[src/hdl/assert_macros.svh]
// Assertion macros used by the top level to check block behavior.
// Depends on nothing; taken in by `include.
`ifndef ASSERT_MACROS_SVH
`define ASSERT_MACROS_SVH

// cond must never hold at a clock edge outside reset
`define ASSERT_NEVER(lbl, ck, rs, cond) \
  lbl: assert property (@(posedge ck) disable iff (rs) !(cond)) \
    else $error("assertion failed: forbidden condition");

// a at a clock edge implies b at the same edge
`define ASSERT_IMPLIES(lbl, ck, rs, a, b) \
  lbl: assert property (@(posedge ck) disable iff (rs) (a) |-> (b)) \
    else $error("assertion failed: implication");

// a at a clock edge implies b at the next edge
`define ASSERT_NEXT(lbl, ck, rs, a, b) \
  lbl: assert property (@(posedge ck) disable iff (rs) (a) |=> (b)) \
    else $error("assertion failed: next-cycle implication");

`endif

[src/hdl/wal_pkg.sv]
// Types, codes and helpers for the antialiased line rasterizer.
// Depends on nothing; used by the queue, front, back and top level.
package wal_pkg;

  localparam int CRD_W       = 13;
  localparam int QUEUE_DEPTH = 4;
  localparam int QPTR_W      = $clog2(QUEUE_DEPTH);
  localparam int LUMA_W      = 18;
  localparam int LUMA_R      = 299;
  localparam int LUMA_G      = 587;
  localparam int LUMA_B      = 114;

  typedef enum logic [1:0] {
    KIND_WRITE = 2'd0,
    KIND_READ  = 2'd1,
    KIND_LINE  = 2'd2
  } kind_t;

  typedef enum logic [2:0] {
    OP_WRITE,
    OP_READ,
    OP_NOP,
    OP_PLAIN,
    OP_STEEP,
    OP_SHALLOW
  } op_t;

  typedef enum logic [3:0] {
    S_IDLE,
    S_START,
    S_PRES,
    S_PLAIN,
    S_DIV,
    S_STEP,
    S_RD,
    S_WT,
    S_MUL,
    S_WR,
    S_LAST,
    S_DONE
  } state_t;

  typedef struct packed {
    op_t                     op;
    logic signed [CRD_W-1:0] x0;
    logic signed [CRD_W-1:0] y0;
    logic signed [CRD_W-1:0] x1;
    logic signed [CRD_W-1:0] y1;
    logic                    neg;
    logic                    sx_en;
    logic                    sy_en;
    logic [11:0]             major;
    logic [11:0]             minor;
    logic [23:0]             rgb;
    logic [LUMA_W-1:0]       luma;
  } cmd_t;

  function automatic logic [LUMA_W-1:0] luma_of(logic [23:0] c);
    return LUMA_W'(LUMA_R * int'(c[23:16]) + LUMA_G * int'(c[15:8])
                   + LUMA_B * int'(c[7:0]));
  endfunction

endpackage

[src/hdl/wal_cmd_if.sv]
// Command channel: valid/ready handshake with the command payload.
// Depends on nothing.
interface wal_cmd_if;
  logic               valid;
  logic               ready;
  logic [1:0]         kind;
  logic signed [11:0] xa;
  logic signed [11:0] ya;
  logic signed [11:0] xb;
  logic signed [11:0] yb;
  logic [23:0]        rgb;

  modport source(output valid, kind, xa, ya, xb, yb, rgb, input ready);
  modport sink(input valid, kind, xa, ya, xb, yb, rgb, output ready);
endinterface

[src/hdl/wal_front.sv]
// Front end: accepts commands, orders line endpoints and classifies lines.
// Depends on wal_pkg and wal_cmd_if.
module wal_front (
  wal_cmd_if.sink       cmd,
  input  logic          full,
  output logic          push,
  output wal_pkg::cmd_t push_data
);
  import wal_pkg::*;

  logic                    swap;
  logic signed [CRD_W-1:0] x0, y0, x1, y1, dxs, dys, adx13;
  logic [11:0]             adx, ady;

  assign cmd.ready = !full;
  assign push      = cmd.valid && !full;

  always_comb begin
    swap  = (cmd.kind == KIND_LINE) && (cmd.ya > cmd.yb);
    x0    = CRD_W'(swap ? cmd.xb : cmd.xa);
    y0    = CRD_W'(swap ? cmd.yb : cmd.ya);
    x1    = CRD_W'(swap ? cmd.xa : cmd.xb);
    y1    = CRD_W'(swap ? cmd.ya : cmd.yb);
    dxs   = x1 - x0;
    dys   = y1 - y0;
    adx13 = dxs[CRD_W-1] ? -dxs : dxs;
    adx   = adx13[11:0];
    ady   = dys[11:0];

    push_data.x0    = x0;
    push_data.y0    = y0;
    push_data.x1    = x1;
    push_data.y1    = y1;
    push_data.neg   = dxs[CRD_W-1];
    push_data.sx_en = (adx != '0);
    push_data.sy_en = (ady != '0);
    push_data.rgb   = cmd.rgb;
    push_data.luma  = luma_of(cmd.rgb);
    push_data.major = (ady > adx) ? ady : adx;
    push_data.minor = (ady > adx) ? adx : ady;

    unique case (cmd.kind)
      KIND_WRITE: push_data.op = OP_WRITE;
      KIND_READ:  push_data.op = OP_READ;
      KIND_LINE: begin
        if (ady == '0 || adx == '0 || adx == ady) push_data.op = OP_PLAIN;
        else if (ady > adx) push_data.op = OP_STEEP;
        else push_data.op = OP_SHALLOW;
      end
      default:    push_data.op = OP_NOP;
    endcase
  end
endmodule

[src/flat_wrapper.sv]
// flat-port wrapper written by rule: the top's interface ports become plain ports
module wal_front_flat import wal_pkg::*;
  (full, push, push_data, cmd_valid, cmd_kind, cmd_xa, cmd_ya, cmd_xb, cmd_yb, cmd_rgb, cmd_ready);
  wal_cmd_if cmd_i ();
  input  logic full;
  output logic push;
  output wal_pkg::cmd_t push_data;
  input wire logic [$bits(cmd_i.valid)-1:0] cmd_valid;
  input wire logic [$bits(cmd_i.kind)-1:0] cmd_kind;
  input wire logic [$bits(cmd_i.xa)-1:0] cmd_xa;
  input wire logic [$bits(cmd_i.ya)-1:0] cmd_ya;
  input wire logic [$bits(cmd_i.xb)-1:0] cmd_xb;
  input wire logic [$bits(cmd_i.yb)-1:0] cmd_yb;
  input wire logic [$bits(cmd_i.rgb)-1:0] cmd_rgb;
  output wire logic [$bits(cmd_i.ready)-1:0] cmd_ready;
  assign cmd_i.valid = cmd_valid;
  assign cmd_i.kind = cmd_kind;
  assign cmd_i.xa = cmd_xa;
  assign cmd_i.ya = cmd_ya;
  assign cmd_i.xb = cmd_xb;
  assign cmd_i.yb = cmd_yb;
  assign cmd_i.rgb = cmd_rgb;
  assign cmd_ready = cmd_i.ready;
  wal_front u_core (.cmd(cmd_i), .full(full), .push(push), .push_data(push_data));
endmodule
[config.mk]
export PLATFORM = sky130hd
export DESIGN_NAME = wal_front_flat
export DESIGN_NICKNAME = d
export VERILOG_FILES = /design/src/hdl/assert_macros.svh /design/src/hdl/wal_pkg.sv /design/src/hdl/wal_cmd_if.sv /design/src/hdl/wal_front.sv /design/src/flat_wrapper.sv
export SDC_FILE = /design/constraint.sdc
export NUM_CORES = 1
export LEC_CHECK = 0
export BUFFER_PORTS_ARGS = -buffer_cell sky130_fd_sc_hd__buf_2
export CAP_MARGIN = 0
export CORE_UTILIZATION = 30
export DETAILED_ROUTE_END_ITERATION = 8
export GPL_ROUTABILITY_DRIVEN = 0
export PLACE_DENSITY_LB_ADDON = 0.3
export SLEW_MARGIN = 10
export SYNTH_ARGS = -nofsm -noshare
export SYNTH_HDL_FRONTEND = slang
export SYNTH_SLANG_ARGS = --single-unit
[constraint.sdc]
create_clock -name vclk -period 8
set_input_delay 0.8 -clock vclk [all_inputs]
set_output_delay 0.8 -clock vclk [all_outputs]
set_load 0.03 [all_outputs]
; Word-level counts from Yosys, hierarchy flattened
; Cells that the tools add are included.
[word_totals]
reg_bits = 0
input_bits = 76
word_cells = 33
[op_classes]
add_sub_neg = 5
mul = 3
order_cmp = 2
n_eq_ne = 3
mux = 10
n_reduce_logical = 10
[op_table]
columns = op, n
row1 = 13-bit two-way mux, 4
row2 = 18-bit adder, 2
row3 = 12-bit two-way mux, 3
row4 = 12-bit greater-than comparator, 2
row5 = 12-bit logical NOT, 2
row6 = 12-bit nonzero test, 2
row7 = "10-bit by 8-bit multiplier with 18-bit output, first input constant", 1
row8 = "9-bit by 8-bit multiplier with 17-bit output, first input constant", 1
row9 = "6-bit by 8-bit multiplier with 14-bit output, first input constant", 1
row10 = 13-bit subtractor, 1
row11 = 12-bit == test, 1
row12 = 12-bit negation, 1
row13 = 12-bit subtractor, 1
row14 = 3-bit case mux with 3 select lines, 1
row15 = 3-bit two-way mux, 1
row16 = "2-bit by 1-bit == test with 1-bit output, second input constant", 1
row17 = "2-bit == test, second input constant", 1
row18 = 1-bit logical AND, 2
row19 = 2-bit logical NOT, 1
row20 = 1-bit logical OR, 2
row21 = 1-bit logical NOT, 1
row22 = 1-bit two-way mux, 1

; Logic depth before layout (Yosys ltp)
[logic_depth]
ltp_word = 11
ltp_mapped = 34
depth_no_buf = 29

; Least setup slack after synthesis
; OpenSTA, ideal clock, no wires.
[synth_timing]
path_type = input to output
from = input cmd_yb[1]
to = output push_data[42] (netlist bit)
arrival_time_ns = 6.882
t_required_ns = 7.200
setup_slack_ns = 0.318
path_stages = 27
n_path_buf = 3
path_cell_list = inv_1 -> ha_1 -> nor2b_1 -> o21bai_4 -> a2111oi_4 -> o31ai_4 -> buf_8 -> clkbuf_1 -> o21a_1 -> ha_1 -> a311oi_1 -> o21ai_2 -> a211oi_2 -> o21ai_1 -> xor2_1 -> nand4bb_1 -> o311a_1 -> o31a_1 -> nor2_1 -> inv_1 -> ha_1 -> nand4_1 -> nor3_1 -> nor2_1 -> a21oi_1 -> clkbuf_1 -> mux2i_1
[synth_lines]
columns = item, line
row1 = start: declaration, flat_wrapper.sv:13  ; input wire logic [$bits(cmd_i.yb)-1:0] cmd_yb;
row2 = end: declaration, flat_wrapper.sv:7  ; output wal_pkg::cmd_t push_data;

==> results.py <==
metrics = {
    "drt": {
        "wl_per_cell_um": 13.12,
        "vias": 7470,
        "drtIter0Drc": 197,
        "dr.pass1.iters": 4,
        "route.detailed.drc": 0,
        "viasPerCell": 4.866,
        "ant_nets": 0,
        "wirelength_um": 20140,
    },
    "worst_setup_path": {
        "crit_required_ns": 7.20,
        "worst_path_max_delay_cell": "or4_4",
        "cp-end-kind": "output pin",
        "crit_top_cell": "ha_1",
        "path_class": "in2out",
        "cp_max_fo": 18,
        "slowest_delay_ns": 0.59,
        "arrival_ns": 6.89,
        "start_kind": "input port",
    },
    "logic_synthesis": {
        "yosysUniqueCellTypes": 78,
        "syn-num-nets": 1318,
        "ys_top_cells_by_area": "ha_1 25%, fa_1 16%, inv_1 7.9%",
        "yosysSeqAreaShare_pct": 0,
        "ys_warn_count": 0,
        "yosysTopAreaCell": "ha_1",
        "synth_top_cell_area_share_pct": 24.73,
        "synth_top_family_by_area": "adder cells",
        "synth_compound_area_share_pct": 18.76,
        "synth-simple-area-share_pct": 16.19,
        "netlist_instances": 1026,
        "synth_area_um2": 7843,
        "synth_xor_area_share_pct": 7.371,
        "syn_area_per_cell_um2": 7.644,
        "synth_fa_ha_area_share_pct": 42.21,
        "yosys-mux-area-fraction_pct": 3.271,
    },
    "final_layout": {
        "fill_cells": 2730,
        "multi_input_area_um2": 7037,
        "seqCellArea_um2": 0,
        "syn2layout_area_growth_pct": 19.16,
        "nets": 1498,
        "drive_gt1_share_pct": 22.92,
        "clock_buffers": 0,
        "utilization_pct": 36.79,
        "nFlopsAndLatches": 0,
    },
    "floorplan": {
        "initial_core_util_pct": 30.88,
        "die_width_um": 163.7,
        "rows": 58,
        "dieArea_um2": 26790,
        "die_h_um": 163.7,
        "core-area_um2": 25400,
        "ios": 202,
    },
    "job": {
        "max_cap_violations": 0,
    },
    "grt": {
        "grt_max_degree": 37,
        "antenna_found_initial": 1,
        "grt_pass1_wl_um": 32660,
        "overflow": 0,
        "track_usage_pct": 14.55,
        "grt_pass1_vias": 6875,
    },
    "sta": {
        "max_freq_mhz": 130.0,
        "slew_viol_final": 0,
        "finalSetupViolations": 0,
        "finalHoldViolations": 0,
        "fin_tns_setup_ns": 0,
        "maxSlewHeadroom_pct": 39.95,
        "fin_crit_ns": 7.690,
        "grt_setup_unrepaired": "yes",
        "period_share_pct": 96.12,
        "worst_pin_slew_ns": 0.9008,
        "final.setup.worst_slack_ns": 0.3104,
    },
    "min_path": {
        "hp-class": "in2out",
    },
    "status": {
        "status": "completed",
    },
    "placed_design": {
        "portBuffers": 202,
        "place_ws_ns": -0.07583,
        "dp_hpwl_um": 17710,
    },
}
[critical path, delay by kind of cell]
family                     cells  cell delay [ns]
AOI/OAI and AO/OA             12             2.20
and+or+nand+nor                9             1.47
adders and majority gates      3             0.92
buffers and inverters          6             0.91
xor gates and xnor gates       2             0.56
[cell usage in the layout, fill, tap and decap left out, types with 3 or more instances in the layout]
| cell | n |
|---|---|
| nand3_1 | 13 |
| and3_1 | 10 |
| o211ai_1 | 3 |
| mux2i_1 | 20 |
| o21ai_1 | 3 |
| fa_1 | 61 |
| inv_1 | 165 |
| xor2_1 | 19 |
| a21oi_2 | 8 |
| and2_1 | 8 |
| a221oi_1 | 3 |
| ha_1 | 150 |
| nor4_1 | 4 |
| ha_4 | 5 |
| o22ai_1 | 4 |
| nand2b_1 | 11 |
| nor2_1 | 47 |
| xnor2_1 | 47 |
| o2111ai_1 | 3 |
| nand4_1 | 11 |
| a21oi_1 | 51 |
| o21a_1 | 4 |
| or3_1 | 5 |
| a31oi_1 | 9 |
| nor3_1 | 20 |
| maj3_1 | 15 |
| nand2_1 | 91 |
| buf_4 | 29 |
| nor2b_1 | 12 |
| a21o_1 | 10 |
| mux2_2 | 5 |
| o21ai_0 | 80 |
| buf_2 | 199 |
| o21bai_1 | 12 |
| nand3b_1 | 5 |
[worst paths after layout]
check	start	end	slack (ns)	cells past startpoint
setup / recovery	cmd_yb[11]	push_data[121]	0.31	32
hold / removal	full	cmd_ready	1.88	3
[Yosys cell counts (10+ instances only)]
master and instances:
nand4_1 11, nand2b_1 11, o21ai_0 82, mux2i_1 20, a21o_1 10, xor2_1 19
nor2_1 47, o21bai_1 13, nand3_1 13, ha_1 155, nor3_1 20, buf_4 31
nor2b_1 13, nand2_1 92, maj3_1 15, a31oi_1 10, inv_1 165, and3_1 10
fa_1 61, a21oi_1 59, xnor2_1 47, clkbuf_1 18
[per-stage QoR]
| stage | hold slack (ns) | cells | cell area (um2) |
|---|---|---|---|
| floorplan | 1.710 | 1026 | 7843 |
| detailed placement | 1.878 | 1528 | 9141 |
| global placement | 1.874 | 1528 | 9141 |
| global route | 1.889 | 1534 | 9343 |
| CTS | 1.880 | 1528 | 9155 |
| finish | 1.877 | 1535 | 9345 |
[kinds of logic after synthesis]
group | after synthesis
AO/OA/AOI/OAI | 230
AND/OR/NAND/NOR | 254
multiplexers | 25
XOR/XNOR | 66
buffers and inverters | 220
adder cells (fa/ha/maj) | 231
[per-layer routing]
metal,track usage (%),routed length (um)
met2,27.16,9910
met3,0.7618,742
met4,0.9680,154
met5,0,0
met1,19.00,9330
[layout make-up]
type	count	share of cell area (%)
multi-input cells	806	75.30
repair buffers	231	13.55
inverters	167	6.708
well taps	330	4.418
diodes	1	0.02678
[what timing repair did]
item / 4_1_cts / 5_1_grt
gates resized for setup: 4 / 25
hold buffers: 0 / 0
setup buffers: 0 / 5
cloned: 0 / 1
pin swaps: 0 / 15
setup endpoints to repair: 1 / 29
Power is not shown: default switching activity piles up to over one toggle a cycle in this logic, so the estimate is an artifact.
