## src/hdl/assert_macros.svh

```systemverilog
// Assertion macros used by the top level to check block behavior.
// Depends on nothing; taken in by `include.
`ifndef ASSERT_MACROS_SVH
`define ASSERT_MACROS_SVH

// cond must never hold at a clock edge outside reset
`define ASSERT_NEVER(lbl, ck, rs, cond) \
  lbl: assert property (@(posedge ck) disable iff (rs) !(cond)) \
    else $error("assertion failed: forbidden condition");

// a at a clock edge implies b at the same edge
`define ASSERT_IMPLIES(lbl, ck, rs, a, b) \
  lbl: assert property (@(posedge ck) disable iff (rs) (a) |-> (b)) \
    else $error("assertion failed: implication");

// a at a clock edge implies b at the next edge
`define ASSERT_NEXT(lbl, ck, rs, a, b) \
  lbl: assert property (@(posedge ck) disable iff (rs) (a) |=> (b)) \
    else $error("assertion failed: next-cycle implication");

`endif

```

## src/hdl/wal_pkg.sv

```systemverilog
// Types, codes and helpers for the antialiased line rasterizer.
// Depends on nothing; used by the queue, front, back and top level.
package wal_pkg;

  localparam int CRD_W       = 13;
  localparam int QUEUE_DEPTH = 4;
  localparam int QPTR_W      = $clog2(QUEUE_DEPTH);
  localparam int LUMA_W      = 18;
  localparam int LUMA_R      = 299;
  localparam int LUMA_G      = 587;
  localparam int LUMA_B      = 114;

  typedef enum logic [1:0] {
    KIND_WRITE = 2'd0,
    KIND_READ  = 2'd1,
    KIND_LINE  = 2'd2
  } kind_t;

  typedef enum logic [2:0] {
    OP_WRITE,
    OP_READ,
    OP_NOP,
    OP_PLAIN,
    OP_STEEP,
    OP_SHALLOW
  } op_t;

  typedef enum logic [3:0] {
    S_IDLE,
    S_START,
    S_PRES,
    S_PLAIN,
    S_DIV,
    S_STEP,
    S_RD,
    S_WT,
    S_MUL,
    S_WR,
    S_LAST,
    S_DONE
  } state_t;

  typedef struct packed {
    op_t                     op;
    logic signed [CRD_W-1:0] x0;
    logic signed [CRD_W-1:0] y0;
    logic signed [CRD_W-1:0] x1;
    logic signed [CRD_W-1:0] y1;
    logic                    neg;
    logic                    sx_en;
    logic                    sy_en;
    logic [11:0]             major;
    logic [11:0]             minor;
    logic [23:0]             rgb;
    logic [LUMA_W-1:0]       luma;
  } cmd_t;

  function automatic logic [LUMA_W-1:0] luma_of(logic [23:0] c);
    return LUMA_W'(LUMA_R * int'(c[23:16]) + LUMA_G * int'(c[15:8])
                   + LUMA_B * int'(c[7:0]));
  endfunction

endpackage

```

## src/hdl/wal_queue.sv

```systemverilog
// Short FIFO of classified commands between front and back.
// Depends on wal_pkg.
module wal_queue (
  input  logic          clk,
  input  logic          rst,
  input  logic          push,
  input  wal_pkg::cmd_t push_data,
  output logic          full,
  input  logic          pop,
  output logic          nonempty,
  output wal_pkg::cmd_t pop_data
);
  import wal_pkg::*;

  cmd_t              slots [QUEUE_DEPTH];
  logic [QPTR_W-1:0] wr_ptr;
  logic [QPTR_W-1:0] rd_ptr;
  logic [QPTR_W:0]   count;

  assign full     = (count == (QPTR_W+1)'(QUEUE_DEPTH));
  assign nonempty = (count != '0);
  assign pop_data = slots[rd_ptr];

  always_ff @(posedge clk) begin
    if (push) begin
      slots[wr_ptr] <= push_data;
    end
  end

  always_ff @(posedge clk) begin
    if (rst) begin
      wr_ptr <= '0;
      rd_ptr <= '0;
      count  <= '0;
    end else begin
      if (push) wr_ptr <= wr_ptr + 1'b1;
      if (pop) rd_ptr <= rd_ptr + 1'b1;
      if (push && !pop) count <= count + 1'b1;
      else if (pop && !push) count <= count - 1'b1;
    end
  end
endmodule

```

## config.mk

```make
export PLATFORM = sky130hd
export DESIGN_NAME = wal_queue
export DESIGN_NICKNAME = d
export VERILOG_FILES = /design/src/hdl/assert_macros.svh /design/src/hdl/wal_pkg.sv /design/src/hdl/wal_queue.sv
export SDC_FILE = /design/constraint.sdc
export NUM_CORES = 1
export LEC_CHECK = 0
export ABC_AREA = 1
export BUFFER_PORTS_ARGS = -buffer_cell sky130_fd_sc_hd__buf_2
export CAP_MARGIN = 20
export CORE_ASPECT_RATIO = 0.75
export CORE_MARGIN = 4
export CORE_UTILIZATION = 60
export CTS_BUF_LIST = sky130_fd_sc_hd__clkbuf_4
export DETAILED_ROUTE_END_ITERATION = 7
export GPL_ROUTABILITY_DRIVEN = 0
export PLACE_DENSITY_LB_ADDON = 0.25
export SYNTH_ARGS = -nofsm -noshare
export SYNTH_HDL_FRONTEND = slang
export SYNTH_SLANG_ARGS = --single-unit
```

## constraint.sdc

```tcl
create_clock -name clk -period 6.65 [get_ports clk]
set_input_delay 0.9975 -clock clk [delete_from_list [all_inputs] [get_ports clk]]
set_output_delay 0.9975 -clock clk [all_outputs]
set_load 0.01 [all_outputs]
```

## Word-level counts from Yosys, hierarchy flattened

Memory sizes are Yosys's and may differ from the RTL's. A register that Yosys moved wholly into a read port is not among the register bits.
Cells that the tools add are included.

| operators by class | value |
|---|---|
| bitwise gates (word level) | 0 |
| order comparisons | 0 |
| divide/modulo/power cells | 0 |
| equality and inequality tests | 1 |
| multiplexer cells | 6 |
| shifts and indexed selects | 0 |
| add/sub/neg operators | 4 |
| multipliers | 0 |
| reduce and logical (&&, ||, !) cells | 6 |

Operators by type and width:

| cell | count |
|---|---|
| $mux W3 | 2 |
| $add A2 B1 Y2 const B | 2 |
| $mux W2 | 2 |
| $add A3 B1 Y3 const B | 1 |
| $eq A3 B3 Y1 const B | 1 |
| $reduce_bool A3 Y1 | 1 |
| $sub A3 B1 Y3 const B | 1 |
| $logic_and A1 B1 Y1 | 2 |
| $logic_not A1 Y1 | 2 |
| $mux W1 | 2 |
| $reduce_bool A2 Y1 | 1 |

| word-level totals | value |
|---|---|
| word-level logic and storage cells | 21 |
| latch bits | 0 |
| input port bits | 128 |
| register bits | 7 |
| memories | 1 |
| bits in read-only memories | 0 |
| memory bits (writable) | 496 |
| output and inout bits | 126 |

Memories:

| memory | depth | width | read ports | clocked after memory_dff | write ports | RTL line | text |
|---|---|---|---|---|---|---|---|
| slots | 4 | 124 | 1 | 1 | 1 | wal_queue.sv:15 | `cmd_t slots [QUEUE_DEPTH];` |

## Logic depth before layout (Yosys ltp)

Gate-level depths: netlist of the first run.

| logic depth | value |
|---|---|
| word-level depth | 4 |
| mapped depth | 10 |
| gate-level depth less buffers | 10 |

## Least setup slack after synthesis of the first run

Ideal clock, no wire load.

| path | value |
|---|---|
| path kind | input to register |
| start point | in push |
| end point | mem slots[0][0] in the netlist's numbering (enable) |
| setup slack | 2.752 ns |
| stages on the path | 2 |
| required time | 6.173 ns |
| path buffers | 0 |
| library setup time | 0.477 ns |
| arrival | 3.421 ns |
| path through | nand2_1 inv_1 |

| between the ends | value |
|---|---|
| word-level cells in the longest chain between the ends | 2 |

RTL lines:

| item | RTL line | text |
|---|---|---|
| start: declaration | wal_queue.sv:6 | `input logic push,` |
| $mux W1 | wal_queue.sv:25 | `if (push) begin` |
| $mux W1 (implied by the code) | wal_queue.sv:26 | `slots[wr_ptr] <= push_data;` |
| end: declaration | wal_queue.sv:15 |  |

No other way between the ends.

==> results of run 1 <==
[layer usage]
metal	track usage, %	share of wire [%]	routed length [um]
met1	31.50	42	16670
met2	34.98	47	18810
met3	7.689	8.8	3514
met4	7.024	1.7	661
met5	0	0.26	103
[worst paths after layout]
check | start | to | slack [ps] | depth (start not counted)
setup / recovery | flop | pop_data[121] | 2110 | 5
setup reg to reg | wr_ptr[1] | slots[1][123] | 3970 | 5
hold reg to reg | rd_ptr[1] | flop | 440 | 1
hold / removal | rd_ptr[1] | flop | 440 | 1
[layout by cell type, fill, tap and decap left out, types with 11 or more instances in the layout]
cell	count
inv_1	11
edfxtp_1	496
clkbuf_4	176
nor2_1	255
buf_4	13
buf_2	253
o21ai_0	146
clkinv_1	13
o22ai_1	124
o21ai_1	107
[power by group]
group          internal, mW  switching [mW]
Sequential             3.64          0.0488
Combinational         0.194           0.404
Clock                  1.23            1.09
Total                  5.06            1.54
[synthesized netlist by cell type]
cell,count
inv_4,1
nand4_1,1
fa_1,1
edfxtp_1,496
xor2_1,1
a21oi_1,3
clkbuf_2,6
o21ai_1,107
buf_2,21
buf_4,5
inv_1,15
inv_2,1
ha_1,5
clkbuf_1,22
buf_6,26
nand2_1,10
o21ai_0,146
nor3_1,1
dfxtp_1,9
nor2_1,255
nand3_1,1
o22ai_1,124
[sequential cells by signal, summed over array words and instances, names as in the netlist, named ones only]
| signal | cells |
|---|---|
| slots | 496 |
| rd_ptr | 2 |
| count | 3 |
| wr_ptr | 2 |
[stage by stage]
step	power [mW]	util [%]
floorplan	4.108	-
global placement	4.341	66.06
detailed placement	4.358	66.06
CTS	6.667	70.69
global route	6.926	70.72
finish	6.604	70.75
[logic make-up (layout without fill, tap and decap cells)]
group                      count (synthesis)  after routing  share of synthesized area [%]
and+or+nand+nor                          268            268                          5.364
other                                      0              7                              0
xor gates and xnor gates                   1              1                        0.04648
DFF                                      505            505                          79.98
AOI/OAI and AO/OA                        380            380                          10.91
buffers and inverters                     97            476                          3.259
adders and majority gates                  6              6                         0.4381
[area by class of cell]
class | instances | share of cell area (%)
Antenna cell | 7 | 0.08104
Clock buffer | 176 | 6.113
Clock inverter | 17 | 0.4283
Inverter | 17 | 0.3705
Multi-Input combinational cell | 655 | 14.62
Sequential cell | 505 | 69.77
Tap cell | 399 | 2.310
Timing Repair Buffer | 266 | 6.309
==> impl_metrics.csv, run 1 <==
group,metric,value,unit
global_routing,overflow,0,
cts,clk_pin_slew,70,ps
cts,cts_setup_buffers,0,
critical_path,cp.buffers_inverters,3,
global_routing,grt_pass1_vias,11330,
global_routing,grt_pass1_wl,60910,um
synthesis,synthDistinctLibCells,22,
outcome,status,"complete, no violations",
sta,rsz0062_at_grt,"no",
power_and_ir_drop,peakVddDrop,0.0002477,V
cts,insertion_delay,710,ps
cts,numCtsBuffers,113,
routing,drcViolationCount,0,
routing,drtIter0Drc,971,
final_layout,nNetsFinal,1692,
sta,clock.fmax,220.3,MHz
critical_path,end_kind,"output pin",
critical_path,critPathSlowestCell,"inv_6",
sta,fin_ws,2111,ps
sta,finalClockSkew,28.60,ps
critical_path,cpPeakStageDelay,750,ps
synthesis,syn_area,0.01885,sq mm
die,rows,55,
final_layout,final.fill_count,2054,
die,core_area,0.03055,sq mm
sta,fin_crit,4539,ps
cts,cts_root_buf,"clkbuf_4",
placed_design,placed_cell_area,0.02018,sq mm
sta,slew_headroom,30.20,%
synthesis,ys_warn_count,0,
sta,holdWs,438.0,ps
sta,finalMaxSlewViolations,0,
global_routing,grt_max_degree,117,
sta,tns,0,ps
power_and_ir_drop,p_leak,7.694,nW
synthesis,synth_area_leaders,"edfxtp_1 (79%), nor2_1 (5.1%), o22ai_1 (4.1%), o21ai_0 (3.9%), o21ai_1 (2.8%)",
cts,clkSinkCount,505,
critical_path,cp_data_arrival_time,3540,ps
placed_design,io_buffer_count,253,
placed_design,dp_slack,2878,ps
die,ios,254,
final_layout,area_growth,14.68,%
critical_path,path_class,"flop to output pin",
die,die_width,212.7,um
critical_path,crit_family,"buffers and inverters",
synthesis,yosys.area.top_type,"edfxtp_1",
final_layout,seqCellArea,0.01508,sq mm
cts,postCtsHoldBufs,0,
routing,drtPass1Iterations,5,
cts,clock_path_buffers,3,
final_layout,fin_cells,2042,
global_routing,grt_usage,22.79,%
sta,finalCritPeriodShare,68.25,%
synthesis,syn-num-nets,1391,
die,initial_core_util,61.69,%
die,die_h,161.5,um
final_layout,layout-drive-gt1-share,27.75,%
global_routing,antenna_found_initial,12,
synthesis,synth_seq_cells,505,
final_layout,multi_input_area,0.003159,sq mm
job,cap_violations,0,
final_layout,design_area,0.02162,sq mm
routing,routedWlPerCell,19.47,um
sta,setup_viol,0,
synthesis,synth_top_area_share,79.02,%
synthesis,synth-seq-area-share,79.98,%
placed_design,dp_cells,1842,
power_and_ir_drop,power-per-cell-area,305.5,mW/mm^2
placed_design,dpl.hpwl,22350,um
cts,cts_tree,"yes",
synthesis,postSynthCellCount,1257,
critical_path,crit_path_start_kind,"flop",
critical_path,path_cells,"inv_6, buf_4, o21ai_0, o22ai_1, buf_2",
cts,htree_levels,3,
sta,worst_pin_slew,1047,ps
routing,vias,11520,
die,die_area,0.03434,sq mm
synthesis,syn_avg_cell_area,14.99,sq um
routing,antenna_left,0,
cts,ctsResizeCount,0,
critical_path,worst_ep_required_time,5650,ps
sta,finalHoldViolCount,0,
routing,post_drt_via_cell_ratio,5.640,
min_path,hp-class,"flop to flop",
routing,drt_wl_total,39760,um
critical_path,path_max_fanout,116,
(Power assumes the default switching activity.)
==> run 2, diff against run 1 <==
--- a/config.mk
+++ b/config.mk
@@ -5,12 +5,12 @@
 export SDC_FILE = /design/constraint.sdc
 export NUM_CORES = 1
 export LEC_CHECK = 0
-export ABC_AREA = 1
+export ABC_AREA = 0
 export BUFFER_PORTS_ARGS = -buffer_cell sky130_fd_sc_hd__buf_2
 export CAP_MARGIN = 20
 export CORE_ASPECT_RATIO = 0.75
 export CORE_MARGIN = 4
-export CORE_UTILIZATION = 60
+export CORE_UTILIZATION = 59
 export CTS_BUF_LIST = sky130_fd_sc_hd__clkbuf_4
 export DETAILED_ROUTE_END_ITERATION = 7
 export GPL_ROUTABILITY_DRIVEN = 0
==> constraint.sdc (replaced) <==
create_clock -name clk -period 4.2 [get_ports clk]
set_input_delay 0.63 -clock clk [delete_from_list [all_inputs] [get_ports clk]]
set_output_delay 0.63 -clock clk [all_outputs]
set_load 0.01 [all_outputs]
==> impl_metrics.csv, run 2 <==
group,metric,value,unit
synthesis,syn_avg_cell_area,26.45,sq um
cts,numCtsBuffers,113,
synthesis,synthDistinctLibCells,19,
critical_path,worst_ep_required_time,3570,ps
final_layout,fin_cells,1561,
min_path,min_from,"push_data[6]",
final_layout,area_growth,19.16,%
critical_path,r2r_cells,4,
critical_path,cp.buffers_inverters,2,
sta,clock.fmax,297.4,MHz
min_path,hp-class,"input port to flop",
sta,tns,0,ps
synthesis,synth_mux_area_share,15.37,%
routing,drtIter0Drc,660,
global_routing,grt_pass1_vias,9580,
critical_path,crit_path_start_kind,"flop",
die,initial_core_util,60.30,%
global_routing,grt_pass1_wl,54240,um
critical_path,path_class,"flop to output pin",
die,rows,55,
placed_design,dpl.hpwl,20740,um
cts,ctsResizeCount,0,
synthesis,synth_top_family_by_area,"multiplexers",
final_layout,nNetsFinal,1205,
final_layout,regMostFlops,"slots",
die,ios,254,
cts,clkSinkCount,505,
routing,drtPass1Iterations,5,
synthesis,synth-seq-area-share,82.37,%
synthesis,synth-edff-count,496,
global_routing,grt_usage,21.06,%
die,die_area,0.03393,sq mm
synthesis,ys_top_cells_by_count,"edfxtp_1 (496), mux4_2 (124), buf_2 (14)",
job,cap_violations,0,
sta,finalHoldViolCount,0,
global_routing,grt_max_degree,70,
global_routing,antenna_found_initial,7,
routing,routedWlPerCell,22.27,um
die,die_h,160.5,um
min_path,min_to,"slots[2][6]",
synthesis,yosys.area.top_type,"edfxtp_1",
critical_path,r2r_setup_slack,2240,ps
critical_path,timing.rr.end,"slots[0][74]",
synthesis,synth_fa_ha_area_share,0.4513,%
cts,htree_levels,3,
power_and_ir_drop,peakVddDrop,0.0003274,V
synthesis,postSynthCellCount,692,
placed_design,io_buffer_count,253,
placed_design,dp_slack,1527,ps
sta,finalMaxSlewViolations,0,
outcome,status,"complete, no violations",
cts,clk_pin_slew,70,ps
synthesis,syn-num-nets,826,
routing,post_drt_via_cell_ratio,5.595,
synthesis,synth_area_leaders,"edfxtp_1 (81%), mux4_2 (15%), dfxtp_1 (0.98%), buf_6 (0.49%), buf_2 (0.38%)",
power_and_ir_drop,power-per-cell-area,486.0,mW/mm^2
sta,fin_crit,3362,ps
final_layout,layout-drive-gt1-share,50.04,%
global_routing,overflow,0,
cts,clock_path_buffers,3,
power_and_ir_drop,p_leak,7.500,nW
cts,cts_root_buf,"clkbuf_4",
sta,fin_ws,837.8,ps
final_layout,reg.largest.list,"slots (496), count (3)",
final_layout,largest_reg_flops,496,
synthesis,synth_seq_cells,505,
min_path,holdPathStages,1,
critical_path,r2r_start,"wr_ptr[0]",
final_layout,final_common_cell,"edfxtp_1",
synthesis,ys_warn_count,0,
critical_path,critPathSlowestCell,"dfxtp_4",
critical_path,cp_data_arrival_time,2730,ps
synthesis,synth_compound_area_share,0.05470,%
sta,slew_headroom,30.45,%
sta,rsz0062_at_grt,"no",
sta,worst_pin_slew,1043,ps
routing,drt_wl_total,34760,um
die,die_width,211.4,um
synthesis,yosys.area_share.simple,0.4102,%
synthesis,syn_area,0.01830,sq mm
critical_path,path_cells,"buf_4, mux4_2, buf_2",
synthesis,async_flop_share,0,%
critical_path,crit_family,"flip-flops",
synthesis,synthXorXnorAreaFrac,0.2393,%
die,core_area,0.03035,sq mm
sta,setup_viol,0,
cts,cts_tree,"yes",
sta,finalClockSkew,47.50,ps
synthesis,post-synth-top-count-cell,"edfxtp_1",
critical_path,cpPeakStageDelay,890,ps
final_layout,final_cell_mix,"edfxtp_1 (496), buf_2 (253), clkbuf_4 (170)",
placed_design,dp_cells,1331,
critical_path,path_max_fanout,38,
cts,insertion_delay,780,ps
routing,drcViolationCount,0,
routing,vias,8734,
synthesis,synth_top_area_share,81.39,%
final_layout,final.fill_count,1785,
synthesis,synth_flop_cell,"edfxtp_1",
sta,finalCritPeriodShare,80.05,%
critical_path,end_kind,"output pin",
routing,antenna_left,0,
-- run 2: worst max-delay path by stage --
stage,endpoint,cells after the start
2_1_floorplan,slots[0][0],1
5_1_grt,pop_data[117],3
3_3_place_gp,pop_data[36],3
3_5_place_dp,pop_data[62],3
4_1_cts,pop_data[62],3
6_report,pop_data[62],3
-- run 2: logic make-up after synthesis --
kind of cell               count (synthesis)
buffers and inverters                     33
muxes                                    126
and+or+nand+nor                           15
AOI/OAI and AO/OA                          2
xor gates and xnor gates                   5
DFF                                      505
adders and majority gates                  6
-- run 2: report_power, final --
part	switching [mW]	leakage (nW)	total [mW]	internal, mW
registers	0.0795	4.63	5.87	5.79
logic	0.563	2.01	1.06	0.496
clock network	1.76	0.855	3.67	1.91
total	2.40	7.50	10.6	8.20
-- run 2: timing repair --
| action | in CTS | in global routing |
|---|---|---|
| hold buffers | 24 | 0 |
| buffers inserted | 0 | 0 |
| endpoints found under the hold margin | 85 | 0 |
-- run 2: worst reg2reg max path: stages, from the launching register on --
cell	delay, ps
dfxtp_1	340
inv_1	90
ha_1	140
and2_4	500
buf_4	500
-- run 2: layer usage --
layer	part of all wire, %	GRT usage (%)	up-vias
li1	-	-	3823
met1	41	29.65	4495
met2	49	32.55	352
met3	8.1	6.190	60
met4	2.0	7.141	4
met5	0.078	0	-
-- run 2: layout make-up --
cell class | count | area, sq um | share of cell area [%]
sequential | 505 | 15080 | 69.16
multi-input combinational | 154 | 3034 | 13.91
timing repair buffer | 293 | 1714 | 7.861
clock buffer | 170 | 1276 | 5.853
tap | 399 | 499.2 | 2.289
clock inverter | 31 | 172.7 | 0.7918
inverter | 4 | 15.01 | 0.06885
antenna | 5 | 12.51 | 0.05738
-- run 2: per-stage QoR --
stage | power [mW] | hold slack (ps) | cell area [sq um] | util [%]
final | 10.60 | 90.52 | 21810 | 71.85
after global routing | 11.13 | 0.6855 | 21800 | 71.83
after CTS | 10.74 | 0.03830 | 21790 | 71.81
after detailed placement | 7.035 | 511.0 | 20100 | 66.25
after global placement | 7.008 | 479.9 | 20100 | 66.25
after floorplan | 6.589 | 461.4 | 18300 | -
==> run 3, diff against run 2 <==
==> constraint.sdc (replaced) <==
create_clock -name clk -period 3.4 [get_ports clk]
set_input_delay 0.51 -clock clk [delete_from_list [all_inputs] [get_ports clk]]
set_output_delay 0.51 -clock clk [all_outputs]
set_load 0.01 [all_outputs]
==> impl_metrics.csv, run 3 (same netlist as run 2, synthesis figures left out) <==
group,metric,value,unit
sta,fin_crit,2917,ps
routing,drtIter0Drc,780,
final_layout,layout-drive-gt1-share,45.64,%
critical_path,worst_ep_required_time,2890,ps
routing,drt_wl_total,35850,um
critical_path,cp_data_arrival_time,2410,ps
sta,finalClockSkew,41.95,ps
final_layout,design_area,0.02285,sq mm
critical_path,end_kind,"output pin",
sta,setup_viol,0,
critical_path,path_class,"flop to output pin",
power_and_ir_drop,p_leak,7.931,nW
cts,clock_path_buffers,3,
cts,insertion_delay,720,ps
final_layout,final_common_cell,"edfxtp_1",
global_routing,grt_pass1_vias,10000,
global_routing,grt_pass1_wl,56620,um
cts,htree_levels,3,
final_layout,nNetsFinal,1305,
final_layout,reg.largest.list,"slots (496), count (3)",
die,die_width,211.4,um
critical_path,crit_path_start_kind,"flop",
final_layout,seqCellArea,0.01508,sq mm
routing,routedWlPerCell,21.50,um
final_layout,area_growth,24.85,%
sta,rsz0062_at_grt,"no",
routing,vias,9083,
routing,antenna_left,0,
die,initial_core_util,60.30,%
cts,ctsResizeCount,0,
die,ios,254,
final_layout,final_cell_mix,"edfxtp_1 (496), buf_2 (253), clkbuf_4 (175)",
cts,numCtsBuffers,113,
sta,finalCritPeriodShare,85.81,%
global_routing,grt_usage,21.70,%
die,core_area,0.03035,sq mm
power_and_ir_drop,peakVddDrop,0.0004330,V
final_layout,largest_reg_flops,496,
sta,slew_headroom,59.09,%
global_routing,overflow,0,
routing,drtPass1Iterations,4,
min_path,hp-class,"input port to flop",
placed_design,placed_cell_area,0.02015,sq mm
job,cap_violations,0,
final_layout,final.fill_count,1642,
sta,finalHoldViolCount,0,
final_layout,final_core_util,75.29,%
sta,clock.fmax,342.8,MHz
outcome,status,"complete, no violations",
die,die_area,0.03393,sq mm
die,rows,55,
placed_design,io_buffer_count,253,
sta,tns,0,ps
critical_path,path_max_fanout,39,
cts,clkSinkCount,505,
cts,cts_root_buf,"clkbuf_4",
die,die_h,160.5,um
final_layout,regMostFlops,"slots",
routing,post_drt_via_cell_ratio,5.449,
sta,worst_pin_slew,613.6,ps
global_routing,antenna_found_initial,7,
global_routing,grt_max_degree,87,
routing,drcViolationCount,0,
power_and_ir_drop,power,13.17,mW
cts,cts_tree,"yes",
final_layout,multi_input_area,0.003034,sq mm
cts,clk_pin_slew,70,ps
placed_design,dpl.hpwl,20530,um
sta,finalMaxSlewViolations,0,
power_and_ir_drop,power-per-cell-area,576.3,mW/mm^2
## run 3: changes by cell type in the layout (fill, tap and decap cells not counted), sizes merged
cell	delta
dlygate4sd3	+101
buf	-1
clkbuf	+5
bufinv	-1
inv	-1
diode	+1
clkinv	+4
clkinvlp	-2
## run 3: path summary, 6_finish.rpt
| kind | slack [ps] | cells after the start | from | endpoint |
|---|---|---|---|---|
| worst max register to register | 1330 | 4 | wr_ptr[0] | slots[0][24] |
| worst min register to register | 520 | 2 | count[2] | count[2] |
| worst max-delay path | 480 | 3 | flop | pop_data[110] |
| worst min-delay path | 100 | 3 | pop | rd_ptr[0] |
## run 3: timing repair
action / in CTS / in global routing
hold endpoints to repair: 504 / 0
endpoints found under the setup margin: 0 / 0
hold buffers: 125 / 0
buffers inserted: 0 / 0
## run 3: area by class of cell
class,count,area share (%)
clock inverter,31,0.5312
inverter,4,0.06571
clock buffer,175,5.750
multi-input combinational,154,13.28
tap,399,2.185
antenna,6,0.06571
timing repair buffer,393,12.11
sequential,505,66.01
## run 3: metrics by stage
step / worst slack, ps / hold slack (ps) / std cells
2_1_floorplan: 890.7 / 461.4 / 692
3_3_place_gp: 1188 / 479.6 / 1330
3_5_place_dp: 1184 / 501.9 / 1330
4_1_cts: 361.8 / 23.30 / 1661
5_1_grt: 298.6 / 72.31 / 1667
6_report: 482.6 / 103.4 / 1667
## run 3: power breakdown
group          internal [mW]  leakage, nW  switching (mW)
Sequential              7.15         4.63          0.0887
Clock                   2.34        0.857            2.18
Combinational          0.691         2.44           0.725
## run 3: metal layers
| metal | track usage, % | vias up | wire length (um) |
|---|---|---|---|
| met2 | 34.69 | 337 | 18140 |
| met4 | 7.082 | 2 | 770 |
| met5 | 0 | - | 13 |
| li1 | - | 4047 | - |
| met3 | 6.522 | 60 | 2560 |
| met1 | 29.44 | 4637 | 14360 |
## run 3: critical path: stages, from the launching register on
cell	delay, ps
dfxtp_4	570
buf_12	340
mux4_2	580
buf_2	160
